## src/hw/rtl/uecpmu_pkg.sv

```systemverilog
`default_nettype none
package uecpmu_pkg;

    localparam int DATA_W    = 32;
    localparam int OFF_W     = 8;
    localparam int PULSE_W   = 8;
    localparam int MASK_W    = 4;
    localparam int IDX_W     = 2;
    localparam int CODE_W    = 8;

    localparam logic [1:0] MODE_RD    = 2'd0;
    localparam logic [1:0] MODE_WR    = 2'd1;
    localparam logic [1:0] MODE_EVENT = 2'd2;

    localparam logic [OFF_W-1:0] OFF_CNT0   = 8'h30;
    localparam logic [OFF_W-1:0] OFF_CTRL   = 8'h40;
    localparam logic [OFF_W-1:0] OFF_EVTYPE = 8'h48;
    localparam logic [OFF_W-1:0] OFF_INTM   = 8'h60;
    localparam logic [OFF_W-1:0] OFF_INTS   = 8'h68;
    localparam logic [OFF_W-1:0] OFF_INTC   = 8'h6C;

    localparam logic [CODE_W-1:0] EVT_NONE = 8'hFF;
    localparam int                CTRL_EN  = 0;

    typedef enum logic [3:0] {
        OP_IDLE,
        OP_EVENT,
        OP_CNT_RD,
        OP_CNT_WR,
        OP_CTRL_RD,
        OP_CTRL_WR,
        OP_EVT_RD,
        OP_EVT_WR,
        OP_MASK_RD,
        OP_MASK_WR,
        OP_STAT_RD,
        OP_CLR_WR,
        OP_NOP,
        OP_ERR
    } t_op;

    typedef struct packed {
        t_op                op;
        logic [IDX_W-1:0]   idx;
        logic [DATA_W-1:0]  data;
        logic [PULSE_W-1:0] pulses;
    } t_cmd;

    typedef struct packed {
        logic [DATA_W-1:0] read_data;
        logic              access_error;
        logic              irq;
    } t_res;

endpackage
`default_nettype wire

```

## src/hw/rtl/uncore_event_counter_pmu.sv

```systemverilog
`default_nettype none
// Performance monitor with up to four 32-bit event counters behind a simple
// register bus. Each item is a register read or write, one cycle of event
// pulses or an idle item, and every item yields exactly one result in order.
// Items are taken at one per clock while full is low; with pop held high, a
// result on the outputs leaves at the next edge. A two-entry command queue
// after the decoder and a two-entry result queue after the register file let
// each side stall alone, so four items can wait before full is raised.
// The irq field reflects status and mask after the item has taken effect.
module uncore_event_counter_pmu
    import uecpmu_pkg::*;
#(
    parameter int NUM_CTRS        = 4,
    parameter int NUM_EVENT_CODES = 8
) (
    input  wire logic               i_clk,
    input  wire logic               i_rst_n,
    input  wire logic               i_push,
    output logic                    o_full,
    input  wire logic [1:0]         i_mode,
    input  wire logic [OFF_W-1:0]   i_reg_offset,
    input  wire logic [DATA_W-1:0]  i_write_data,
    input  wire logic [PULSE_W-1:0] i_event_pulses,
    output logic                    o_empty,
    input  wire logic               i_pop,
    output logic [DATA_W-1:0]       o_read_data,
    output logic                    o_access_error,
    output logic                    o_irq
);

    logic w_valid;
    logic w_take;
    t_cmd w_cmd;
    t_res w_res;

    uecpmu_front #(
        .NUM_CTRS(NUM_CTRS)
    ) u_front (
        .i_clk         (i_clk),
        .i_rst_n       (i_rst_n),
        .i_push        (i_push),
        .i_mode        (i_mode),
        .i_reg_offset  (i_reg_offset),
        .i_write_data  (i_write_data),
        .i_event_pulses(i_event_pulses),
        .o_full        (o_full),
        .o_valid       (w_valid),
        .o_cmd         (w_cmd),
        .i_take        (w_take)
    );

    uecpmu_back #(
        .NUM_CTRS       (NUM_CTRS),
        .NUM_EVENT_CODES(NUM_EVENT_CODES)
    ) u_back (
        .i_clk  (i_clk),
        .i_rst_n(i_rst_n),
        .i_valid(w_valid),
        .i_cmd  (w_cmd),
        .o_take (w_take),
        .o_empty(o_empty),
        .o_res  (w_res),
        .i_pop  (i_pop)
    );

    assign o_read_data    = w_res.read_data;
    assign o_access_error = w_res.access_error;
    assign o_irq          = w_res.irq;

endmodule
`default_nettype wire

```

## src/hw/rtl/uecpmu_front.sv

```systemverilog
`default_nettype none
module uecpmu_front
    import uecpmu_pkg::*;
#(
    parameter int NUM_CTRS = 4
) (
    input  wire logic               i_clk,
    input  wire logic               i_rst_n,
    input  wire logic               i_push,
    input  wire logic [1:0]         i_mode,
    input  wire logic [OFF_W-1:0]   i_reg_offset,
    input  wire logic [DATA_W-1:0]  i_write_data,
    input  wire logic [PULSE_W-1:0] i_event_pulses,
    output logic                    o_full,
    output logic                    o_valid,
    output t_cmd                    o_cmd,
    input  wire logic               i_take
);

    localparam int QD = 2;

    t_cmd             w_cmd;
    logic [OFF_W-1:0] w_rel;
    logic             w_is_cnt;
    logic             w_wr;
    logic             w_push;
    logic             w_pop;

    t_cmd             r_mem [QD];
    logic             r_wp, n_wp;
    logic             r_rp, n_rp;
    logic [1:0]       r_cnt, n_cnt;

    // classify the access by offset
    always_comb begin
        w_rel    = i_reg_offset - OFF_CNT0;
        w_is_cnt = (i_reg_offset >= OFF_CNT0) && (w_rel[1:0] == 2'b00) &&
                   ({2'b00, w_rel[7:2]} < OFF_W'(NUM_CTRS));
        w_wr     = (i_mode == MODE_WR);
        w_cmd.idx    = w_rel[3:2];
        w_cmd.data   = i_write_data;
        w_cmd.pulses = i_event_pulses;
        if (i_mode == MODE_EVENT) begin
            w_cmd.op = OP_EVENT;
        end else if (i_mode != MODE_RD && i_mode != MODE_WR) begin
            w_cmd.op = OP_IDLE;
        end else if (w_is_cnt) begin
            w_cmd.op = w_wr ? OP_CNT_WR : OP_CNT_RD;
        end else begin
            case (i_reg_offset)
                OFF_CTRL:   w_cmd.op = w_wr ? OP_CTRL_WR : OP_CTRL_RD;
                OFF_EVTYPE: w_cmd.op = w_wr ? OP_EVT_WR : OP_EVT_RD;
                OFF_INTM:   w_cmd.op = w_wr ? OP_MASK_WR : OP_MASK_RD;
                OFF_INTS:   w_cmd.op = w_wr ? OP_NOP : OP_STAT_RD;
                OFF_INTC:   w_cmd.op = w_wr ? OP_CLR_WR : OP_NOP;
                default:    w_cmd.op = OP_ERR;
            endcase
        end
    end

    assign o_full  = (r_cnt == 2'(QD));
    assign o_valid = (r_cnt != 2'd0);
    assign o_cmd   = r_mem[r_rp];
    assign w_push  = i_push && !o_full;
    assign w_pop   = i_take && o_valid;

    always_comb begin
        n_wp  = w_push ? ~r_wp : r_wp;
        n_rp  = w_pop ? ~r_rp : r_rp;
        n_cnt = r_cnt + 2'(w_push) - 2'(w_pop);
    end

    always_ff @(posedge i_clk) begin
        if (!i_rst_n) begin
            r_wp  <= 1'b0;
            r_rp  <= 1'b0;
            r_cnt <= 2'd0;
        end else begin
            r_wp  <= n_wp;
            r_rp  <= n_rp;
            r_cnt <= n_cnt;
        end
    end

    always_ff @(posedge i_clk) begin
        if (w_push) begin
            r_mem[r_wp] <= w_cmd;
        end
    end

endmodule
`default_nettype wire

```

## src/hw/rtl/uecpmu_back.sv

```systemverilog
`default_nettype none
module uecpmu_back
    import uecpmu_pkg::*;
#(
    parameter int NUM_CTRS        = 4,
    parameter int NUM_EVENT_CODES = 8
) (
    input  wire logic i_clk,
    input  wire logic i_rst_n,
    input  wire logic i_valid,
    input  wire t_cmd i_cmd,
    output logic      o_take,
    output logic      o_empty,
    output t_res      o_res,
    input  wire logic i_pop
);

    localparam int QD = 2;

    logic [DATA_W-1:0] r_ctr [NUM_CTRS];
    logic [DATA_W-1:0] n_ctr [NUM_CTRS];
    logic [DATA_W-1:0] r_evsel, n_evsel;
    logic              r_en, n_en;
    logic [MASK_W-1:0] r_mask, n_mask;
    logic [MASK_W-1:0] r_stat, n_stat;

    t_res              w_res;
    logic [CODE_W-1:0] w_code;
    logic              w_pop;

    t_res              r_q [QD];
    logic              r_wp, r_rp;
    logic [1:0]        r_qcnt;

    assign w_pop   = i_pop && !o_empty;
    assign o_empty = (r_qcnt == 2'd0);
    assign o_res   = r_q[r_rp];
    // a slot is free, or one leaves this cycle
    assign o_take  = i_valid && ((r_qcnt != 2'(QD)) || w_pop);

    always_comb begin
        n_ctr   = r_ctr;
        n_evsel = r_evsel;
        n_en    = r_en;
        n_mask  = r_mask;
        n_stat  = r_stat;
        w_code  = '0;
        w_res.read_data    = '0;
        w_res.access_error = 1'b0;
        case (i_cmd.op)
            OP_CNT_RD: begin
                for (int i = 0; i < NUM_CTRS; i++) begin
                    if (i_cmd.idx == IDX_W'(i)) begin
                        w_res.read_data = r_ctr[i];
                    end
                end
            end
            OP_CNT_WR: begin
                for (int i = 0; i < NUM_CTRS; i++) begin
                    if (i_cmd.idx == IDX_W'(i)) begin
                        n_ctr[i] = i_cmd.data;
                    end
                end
            end
            OP_CTRL_RD: w_res.read_data = DATA_W'(r_en);
            OP_CTRL_WR: n_en = i_cmd.data[CTRL_EN];
            OP_EVT_RD:  w_res.read_data = r_evsel;
            OP_EVT_WR:  n_evsel = i_cmd.data;
            OP_MASK_RD: w_res.read_data = DATA_W'(r_mask);
            OP_MASK_WR: n_mask = i_cmd.data[MASK_W-1:0];
            OP_STAT_RD: w_res.read_data = DATA_W'(r_stat);
            OP_CLR_WR:  n_stat = r_stat & ~i_cmd.data[MASK_W-1:0];
            OP_ERR:     w_res.access_error = 1'b1;
            OP_EVENT: begin
                if (r_en) begin
                    for (int i = 0; i < NUM_CTRS; i++) begin
                        w_code = r_evsel[8*i +: CODE_W];
                        if (w_code != EVT_NONE &&
                            w_code < CODE_W'(NUM_EVENT_CODES) &&
                            i_cmd.pulses[w_code[2:0]]) begin
                            n_ctr[i] = r_ctr[i] + DATA_W'(1);
                            // wrap past all ones flags overflow
                            if (&r_ctr[i]) begin
                                n_stat[i] = 1'b1;
                            end
                        end
                    end
                end
            end
            default: ;
        endcase
        w_res.irq = |(n_stat & ~n_mask);
    end

    always_ff @(posedge i_clk) begin
        if (!i_rst_n) begin
            for (int i = 0; i < NUM_CTRS; i++) begin
                r_ctr[i] <= '0;
            end
            r_evsel <= '1;
            r_en    <= 1'b0;
            r_mask  <= '1;
            r_stat  <= '0;
            r_wp    <= 1'b0;
            r_rp    <= 1'b0;
            r_qcnt  <= 2'd0;
        end else begin
            if (o_take) begin
                r_ctr   <= n_ctr;
                r_evsel <= n_evsel;
                r_en    <= n_en;
                r_mask  <= n_mask;
                r_stat  <= n_stat;
                r_wp    <= ~r_wp;
            end
            if (w_pop) begin
                r_rp <= ~r_rp;
            end
            r_qcnt <= r_qcnt + 2'(o_take) - 2'(w_pop);
        end
    end

    always_ff @(posedge i_clk) begin
        if (o_take) begin
            r_q[r_wp] <= w_res;
        end
    end

endmodule
`default_nettype wire

```

## config.mk

```make
export PLATFORM = sky130hd
export DESIGN_NAME = uncore_event_counter_pmu
export DESIGN_NICKNAME = d
export VERILOG_FILES = /design/src/hw/rtl/uecpmu_pkg.sv /design/src/hw/rtl/uncore_event_counter_pmu.sv /design/src/hw/rtl/uecpmu_front.sv /design/src/hw/rtl/uecpmu_back.sv
export SDC_FILE = /design/constraint.sdc
export NUM_CORES = 1
export LEC_CHECK = 0
export BUFFER_PORTS_ARGS = -buffer_cell sky130_fd_sc_hd__buf_2
export CAP_MARGIN = 20
export CORE_ASPECT_RATIO = 1.4
export CORE_MARGIN = 8
export CORE_UTILIZATION = 46
export CTS_BUF_LIST = sky130_fd_sc_hd__clkbuf_8
export DETAILED_ROUTE_END_ITERATION = 10
export PLACE_DENSITY = 0.59
export RECOVER_POWER = 50
export SETUP_SLACK_MARGIN = 0.4
export SLEW_MARGIN = 10
export SYNTH_ARGS = -nofsm -noshare
export SYNTH_HDL_FRONTEND = slang
export SYNTH_SLANG_ARGS = --single-unit
```

## constraint.sdc

```tcl
create_clock -name i_clk -period 3.29 [get_ports i_clk]
set_input_delay 0.329 -clock i_clk [delete_from_list [all_inputs] [get_ports i_clk]]
set_output_delay 0.329 -clock i_clk [all_outputs]
set_load 0.01 [all_outputs]
```

==> out/results.md, run 1 <==
| Metric | Value | Unit |
|---|---|---|
| Count of nets left with antenna violations after detail routing | 0 | - |
| Gr usage total | 28.7 | % |
| Sum of internal, switching and leakage power | 0.0131 | W |
| Cell area after synthesis | 0.0179 | sq mm |
| Share of cells above drive strength 1 | 19.7 | % |
| Global-route wire length before repair | 99,200 | microns |
| Effective utilization at floorplan | 46.6 | % |
| Sequential element share of the synthesized area | 46.9 | % |
| Combinational share of power | 30.2 | % |
| Cell-internal power | 0.00853 | W |
| Most frequent cell after synthesis | sky130_fd_sc_hd__dfxtp_1 | - |
| Area of the multi-input gates | 0.00899 | sq mm |
| Post-route fraction of the period consumed by the critical path | 87.5 | % |
| Post-detailed-routing wire length | 67,600 | microns |
| Count of mapped cells out of synthesis | 1,736 | - |
| Crit path capture type | flip-flop | - |
| Highest net fanout along the worst path | 12 | - |
| Max-slew violation count | 35 | - |
| Number of flops mapped to enable cells by yosys | 160 | - |
| Number of hold violations in the final report | 0 | - |
| IO buf count | 89 | - |
| Post-synth top area cell | sky130_fd_sc_hd__edfxtp_1 | - |
| Synth area leaders | sky130_fd_sc_hd__edfxtp_1 (27%), sky130_fd_sc_hd__dfxtp_1 (20%), sky130_fd_sc_hd__mux4_2 (5.0%), sky130_fd_sc_hd__mux2_2 (3.6%), sky130_fd_sc_hd__nand2_1 (3.2%) | - |
| Number of clock sinks seen by CTS | 339 | - |
| Maximum clock path buffer count | 3 | - |
| Latest clock arrival within the worst-skew pair | 0.63 | ns |
| Maximum capacitance violations | 1 | - |
| Drt pass-1 iters | 6 | - |
| Vias per inst | 6.58 | - |
| Setup Skew | 0.0315 | ns |
| Synthesized area divided by synthesized cell count | 10.3 | sq um |
| Core box area | 0.0384 | sq mm |
| Vias in the first global route | 15,900 | - |
| Vias post-DR | 16,400 | - |
| WL/cell | 27.1 | microns |
| Violated checks | capacitance limit, slew limit | - |
| List of most frequent post-synthesis cells | sky130_fd_sc_hd__dfxtp_1 (179), sky130_fd_sc_hd__edfxtp_1 (160), sky130_fd_sc_hd__nand2_1 (152) | - |
| Clock root buffer | sky130_fd_sc_hd__clkbuf_8 | - |
| Die area | 0.0455 | sq mm |
| Class of the most critical setup path | flip-flop to flip-flop | - |
| Mapped Nets | 1,798 | - |
| Cell Pwr Density | 624 | mW/mm^2 |
| Relative contribution of sequential cells to total power | 42.2 | % |
| H-tree depth | 2 | - |
| Layout overhead on the synthesized area | 17.6 | % |
| Count of cell types in the netlist | 92 | - |
| Most instantiated flip-flop cell in the synthesis netlist | sky130_fd_sc_hd__dfxtp_1 | - |
| Max frequency | 348 | MHz |
| Antenna violations before repair | 3 | - |
| Die extent in x | 183 | microns |
| Pin count of the biggest net entering global routing | 57 | - |
| Worst hold-check path type | primary input to flip-flop | - |
| Static Leakage | 7.39 | nW |
| Synthesis warning total | 0 | - |
| Synthesis-stage register bit count | 339 | - |
| Last weighted congestion value of the routability-driven placer | 1.01 | - |
| TritonCTS clock tree | done | - |
| Register clock-pin slew on the reported worst setup and hold paths | 0.07 | ns |
| Post-layout min period | 2.88 | ns |
| Cts bufs inserted | 54 | - |
| Worst voltage drop across the vdd grid | 0.345 | mV |
| Cell Rows | 85 | - |
| Minimum hold slack | 0.0969 | ns |
| Clock network power share | 27.6 | % |
| DP Wirelength | 49,600 | microns |
| Worst max-slew margin expressed relative to the limit | -27.9 | % |
| Arr. time, crit path | 3.39 | ns |
| DIE HEIGHT | 249 | microns |
| Io pins | 90 | - |
| Switching Power | 0.00459 | W |
| Net count of the finished layout | 1,992 | - |
| DR DRC count | 0 | - |
| Total negative setup slack | 0 | ns |
| RSZ-0062 raised after global routing | true | - |
| Fraction of registers with async set/reset | 0 | % |
| Setup violation total in the final timing report | 0 | - |
| Type of origin of the critical path | flip-flop | - |
| Sequential cell area | 0.00839 | sq mm |
| Fraction of power spent switching nets | 35.0 | % |
| Fillers | 3,488 | - |
| Result of the run | complete, but fails checks | - |
| Worst path required time | 3.80 | ns |
| Portion of synthesized cell area occupied by the leading cell type | 26.9 | % |
| Worst Hold Launch | i_rst_n | - |
| Iter 0 DRT Violations | 1,585 | - |
| Residual overflow from global routing | 0 | - |
| Minimum setup slack among reg-to-reg paths | 0.41 | ns |
| Pin slew with the least headroom to its limit | 1.92 | ns |
[through the flow]
step / setup slack (ns) / instances / util [%] / cell area [sq um]
floorplan: 0.611 / 1736 / - / 17900
global placement: 0.146 / 2340 / 50.6 / 19400
detailed placement: 0.0517 / 2340 / 50.6 / 19400
CTS: 0.385 / 2486 / 54.6 / 20900
global route: 0.343 / 2498 / 54.7 / 21000
finish: 0.413 / 2499 / 54.7 / 21000
[layout by cell type, fill, tap and decap left out, types with 30 or more instances in the layout]
cell and n:
sky130_fd_sc_hd__dfxtp_1 178, sky130_fd_sc_hd__edfxtp_1 160, sky130_fd_sc_hd__nand2_1 149, sky130_fd_sc_hd__buf_4 112, sky130_fd_sc_hd__nor2_1 102, sky130_fd_sc_hd__a21oi_1 90
sky130_fd_sc_hd__o21ai_0 86, sky130_fd_sc_hd__nand3_1 80, sky130_fd_sc_hd__mux2_2 56, sky130_fd_sc_hd__clkbuf_8 54, sky130_fd_sc_hd__clkbuf_1 54, sky130_fd_sc_hd__nor3_1 47
sky130_fd_sc_hd__inv_1 43, sky130_fd_sc_hd__dlygate4sd3_1 42, sky130_fd_sc_hd__mux4_2 40, sky130_fd_sc_hd__mux2i_1 39, sky130_fd_sc_hd__and3_1 39, sky130_fd_sc_hd__nand4_1 35
sky130_fd_sc_hd__o211ai_1 35, sky130_fd_sc_hd__buf_2 35, sky130_fd_sc_hd__a31oi_1 32, sky130_fd_sc_hd__a22o_1 30
[state kept, by name (all words and copies together), names as in the netlist, named ones only]
| signal | flops |
|---|---|
| u_back.r_q | 68 |
| u_back.r_rp | 1 |
| u_front.r_wp | 1 |
| u_front.r_cnt | 2 |
| u_back.r_mask | 4 |
| u_front.r_rp | 1 |
| u_back.r_qcnt | 2 |
| u_back.r_stat | 4 |
| u_back.r_evsel | 32 |
| u_back.r_ctr | 128 |
| u_front.r_mem | 92 |
| u_back.r_en | 1 |
| u_back.r_wp | 1 |
[worst max-delay path, stage by stage, from the launching register on]
cell	delay [ns]
sky130_fd_sc_hd__dfxtp_4	0.47
sky130_fd_sc_hd__mux4_1	0.62
sky130_fd_sc_hd__mux4_2	0.54
sky130_fd_sc_hd__and2_1	0.27
sky130_fd_sc_hd__buf_4	0.24
sky130_fd_sc_hd__o211ai_1	0.18
sky130_fd_sc_hd__buf_4	0.16
sky130_fd_sc_hd__buf_4	0.18
sky130_fd_sc_hd__o21ai_0	0.10
[area by class of cell]
class | count | share of cell area [%]
Multi-Input combinational cell | 1250 | 42.8
Timing Repair Buffer | 256 | 8.62
Sequential cell | 339 | 39.9
Antenna cell | 2 | 0.0238
Inverter | 29 | 0.518
Clock inverter | 47 | 1.48
Clock buffer | 54 | 3.54
Tap cell | 522 | 3.11
[cell families (layout without fill, tap and decap cells)]
| logic type | after synthesis | count (layout) | synth area share [%] |
|---|---|---|---|
| AND/OR/NAND/NOR | 583 | 583 | 16.5 |
| AO/OA/AOI/OAI | 502 | 503 | 20.0 |
| flip-flops | 339 | 339 | 46.9 |
| buffers and inverters | 148 | 386 | 3.56 |
| multiplexers | 146 | 146 | 12.0 |
| XOR/XNOR | 10 | 10 | 0.490 |
| adder cells (fa/ha/maj) | 8 | 8 | 0.560 |
| other | 0 | 2 | 0 |
[path summary, 6_finish.rpt]
path | end | depth (start not counted)
max | u_back.r_ctr[63] | 8
min reg2reg | u_back.r_evsel[29] | 2
max reg2reg | u_back.r_ctr[63] | 8
min | u_back.r_ctr[46] | 2
[power by group through the flow]
stage / Sequential (W) / Clock, W / Combinational [W]
after floorplan: 0.00543 / 0 / 0.00246
after global placement: 0.00558 / 0 / 0.00380
after detailed placement: 0.00560 / 0 / 0.00384
after CTS: 0.00550 / 0.00369 / 0.00393
after global routing: 0.00559 / 0.00388 / 0.00424
final: 0.00553 / 0.00362 / 0.00396
[layer usage]
layer	share of wire [%]	wire length [microns]	track usage [%]
met1	37	25300	34.0
met4	7.1	4830	18.8
met2	46	31400	46.3
met3	9.0	6120	6.23
met5	0.019	13	0
[what timing repair did]
action	4_1_cts	5_1_grt
setup buffers	3	10
endpoints found under the setup margin	81	58
hold buffers	42	0
gates cloned	0	1
pin swaps	1	3
hold endpoints to repair	84	0
gates resized for setup	12	19
No activity file was read; power rests on OpenSTA's default activity.
==> run 2, diff against run 1 <==
- CORE_UTILIZATION: 46 -> 25
- PLACE_DENSITY: 0.59 -> 0.35
- TNS_END_PERCENT: default -> 30
==> run 2 against run 1 <==
The flow now finishes without violations. Register-to-register slack lost 0.02 ns. Sequential cell count is the same. Total power grew 8.8%. Global-route usage shrank 8.3 points. Critical path depth shrank 1.
==> out/results.md, run 2 (synthesis results as in run 1) <==
| Metric | Value | Unit | Change |
|---|---|---|---|
| Worst voltage drop across the vdd grid | 0.303 | mV | -12% |
| Die extent in x | 242 | microns | +33% |
| WL/cell | 28.9 | microns | +6.9% |
| Setup violation total in the final timing report | 0 | - | unchanged |
| Relative contribution of sequential cells to total power | 39.0 | % | -3.2 points |
| Worst R2R Path Depth | 7 | - | -1 |
| Register with the highest flop count | u_back.r_ctr | - |  |
| Die area | 0.0805 | sq mm | +77% |
| Max-slew violation count | 0 | - | -100% |
| Total negative setup slack | 0 | ns | unchanged |
| Latest clock arrival within the worst-skew pair | 0.72 | ns | +0.09 ns |
| Endpoint of the most critical register-to-register path | u_back.r_ctr[44] | - |  |
| Clock network power share | 30.2 | % | +2.6 points |
| Minimum setup slack among reg-to-reg paths | 0.39 | ns | -0.02 ns |
| Cell Rows | 116 | - | +36% |
| Vias post-DR | 16,400 | - | -0.37% |
| Last weighted congestion value of the routability-driven placer | 0.906 | - | -9.9% |
| Result of the run | finished, final reports clean | - |  |
| Biggest regs | u_back.r_ctr: 128 flops, u_front.r_mem: 92 flops, u_back.r_q: 68 flops | - |  |
| Number of clock sinks seen by CTS | 339 | - | unchanged |
| DR DRC count | 0 | - | unchanged |
| Worst hold-check path type | primary input to flip-flop | - |  |
| Layout overhead on the synthesized area | 21.9 | % |  |
| Minimum hold slack | 0.0771 | ns | -0.0198 ns |
| Number of hold violations in the final report | 0 | - | unchanged |
| TritonCTS clock tree | done | - |  |
| Vias in the first global route | 16,200 | - | +1.8% |
| Cell-internal power | 0.00911 | W | +6.8% |
| Most common library cell in the layout ignoring fill and taps | sky130_fd_sc_hd__dfxtp_1 | - |  |
| Maximum clock path buffer count | 3 | - | unchanged |
| Pin slew with the least headroom to its limit | 1.37 | ns | -0.552 ns |
| Cell depth of the worst min-delay path | 4 | - | +2 |
| Static Leakage | 7.55 | nW | +2.3% |
| DP Wirelength | 63,700 | microns | +28% |
| Setup Skew | 0.0445 | ns | +0.0129 ns |
| DIE HEIGHT | 332 | microns | +33% |
| Type of origin of the critical path | flip-flop | - |  |
| Net count of the finished layout | 2,002 | - | +0.50% |
| Post-detailed-routing wire length | 84,700 | microns | +25% |
| Fillers | 7,484 | - | +110% |
| Post-route fraction of the period consumed by the critical path | 88.2 | % | +0.72 points |
| Antenna violations before repair | 3 | - | unchanged |
| Sequential cell area | 0.00839 | sq mm | unchanged |
| Share of cells above drive strength 1 | 20.7 | % | +0.94 points |
| Iter 0 DRT Violations | 1,342 | - | -15% |
| DP Worst Slack | 0.173 | ns | +0.121 ns |
| Crit path setup slack, layout | 0.389 | ns | -0.0238 ns |
| Cell Pwr Density | 654 | mW/mm^2 | +4.9% |
| Max frequency | 345 | MHz | -0.82% |
| Register clock-pin slew on the reported worst setup and hold paths | 0.07 | ns | about the same |
| Pin count of the biggest net entering global routing | 57 | - | unchanged |
| Count of nets left with antenna violations after detail routing | 0 | - | unchanged |
| Flip-flop count of the largest register, all copies and words added | 128 | - | unchanged |
| Core box area | 0.0711 | sq mm | +85% |
| Worst Hold Launch | i_push | - |  |
| Fraction of power spent switching nets | 36.1 | % | +1.2 points |
| Crit path capture type | flip-flop | - |  |
| Combinational share of power | 30.8 | % | +0.6 points |
| H-tree depth | 2 | - | unchanged |
| Highest net fanout along the worst path | 11 | - | -1 |
| RSZ-0062 raised after global routing | true | - |  |
| Arr. time, crit path | 3.50 | ns | +0.11 ns |
| Cts bufs inserted | 59 | - | +9.3% |
| Gr usage total | 20.4 | % | -8.3 points |
| Worst max-slew margin expressed relative to the limit | 8.91 | % | +37 points |
| Capture endpoint of the worst hold path | u_front.r_wp | - |  |
| Post-layout min period | 2.90 | ns | +0.0238 ns |
| Io pins | 90 | - | unchanged |
| Clock root buffer | sky130_fd_sc_hd__clkbuf_8 | - |  |
| Maximum capacitance violations | 0 | - | -1 |
| Area of the multi-input gates | 0.00897 | sq mm | -0.31% |
| Global-route wire length before repair | 121,000 | microns | +22% |
| Class of the most critical setup path | flip-flop to flip-flop | - |  |
| Switching Power | 0.00515 | W | +12% |
| Worst path required time | 3.89 | ns | +0.09 ns |
| Effective utilization at floorplan | 25.1 | % | -21 points |
| Vias per inst | 5.60 | - | -15% |
| IO buf count | 89 | - | unchanged |
| Most frequent cells in the layout | sky130_fd_sc_hd__dfxtp_1 (178), sky130_fd_sc_hd__edfxtp_1 (160), sky130_fd_sc_hd__nand2_1 (148) | - |  |
| Drt pass-1 iters | 9 | - | +3 |
| Residual overflow from global routing | 0 | - | unchanged |
[run 2: cell count changes in the layout (fill, tap and decap cells not counted), sizes merged, moves of 3 or more]
cell         previous run  this run
buf                   156       177
clkbuf                112       100
bufinv                  4         8
clkinv                 24        20
dlygate4sd3            42        45
inv                    45        42
[run 2: worst max-delay path by stage]
stage	start	slack (ns)	to
final	flip-flop	0.39	u_back.r_ctr[44]
after global routing	u_back.r_evsel[13]	0.33	u_back.r_ctr[94]
after CTS	flip-flop	0.39	u_back.r_ctr[44]
after detailed placement	u_back.r_evsel[27]	0.17	u_back.r_ctr[17]
after global placement	flip-flop	0.26	u_back.r_ctr[54]
after floorplan	flip-flop	0.61	u_back.r_q[0][10]
[run 2: routing by layer]
metal	vias up	global-route usage, %	part of all wire, %
met2	688	35.0	48
met4	0	15.8	9.3
met5	-	0	0
met1	8152	22.7	37
met3	237	2.90	4.8
li1	7302	-	-
[run 2: power by group through the flow]
stage | Clock [W] | Combinational (W) | Sequential [W]
floorplan | 0 | 0.00246 | 0.00543
global placement | 0 | 0.00440 | 0.00565
detailed placement | 0 | 0.00440 | 0.00566
CTS | 0.00446 | 0.00450 | 0.00555
global route | 0.00460 | 0.00468 | 0.00562
finish | 0.00430 | 0.00440 | 0.00556
[run 2: what timing repair did]
item,in CTS,in global routing
gates resized for setup,6,11
setup buffers,2,1
pin swaps,0,1
hold buffers,45,0
endpoints found under the setup margin,47,38
endpoints found under the hold margin,95,0
[run 2: layout make-up]
| class | instances | share of cell area [%] |
|---|---|---|
| Inverter | 29 | 0.499 |
| Clock buffer | 60 | 3.79 |
| Sequential cell | 339 | 38.5 |
| Clock inverter | 43 | 1.85 |
| Timing Repair Buffer | 262 | 8.81 |
| Antenna cell | 1 | 0.0115 |
| Multi-Input combinational cell | 1249 | 41.1 |
| Tap cell | 944 | 5.42 |
[run 2: per-stage QoR]
stage          instances  power, W  cell area, sq um  util, %
2_1_floorplan       1736   0.00789             17900        -
3_3_place_gp        2775    0.0100             20100     28.3
3_5_place_dp        2775    0.0101             20100     28.3
4_1_cts             2925    0.0145             21800     30.7
5_1_grt             2927    0.0149             21800     30.7
6_report            2927    0.0143             21800     30.7
[run 2: critical path, cell delays in order, from the launching register on]
cell and delay [ns]:
sky130_fd_sc_hd__dfxtp_4 0.46, sky130_fd_sc_hd__mux4_1 0.58, sky130_fd_sc_hd__mux4_2 0.54, sky130_fd_sc_hd__and2_1 0.29, sky130_fd_sc_hd__and2_1 0.27, sky130_fd_sc_hd__buf_4 0.20, sky130_fd_sc_hd__a311o_1 0.30, sky130_fd_sc_hd__and3_1 0.17
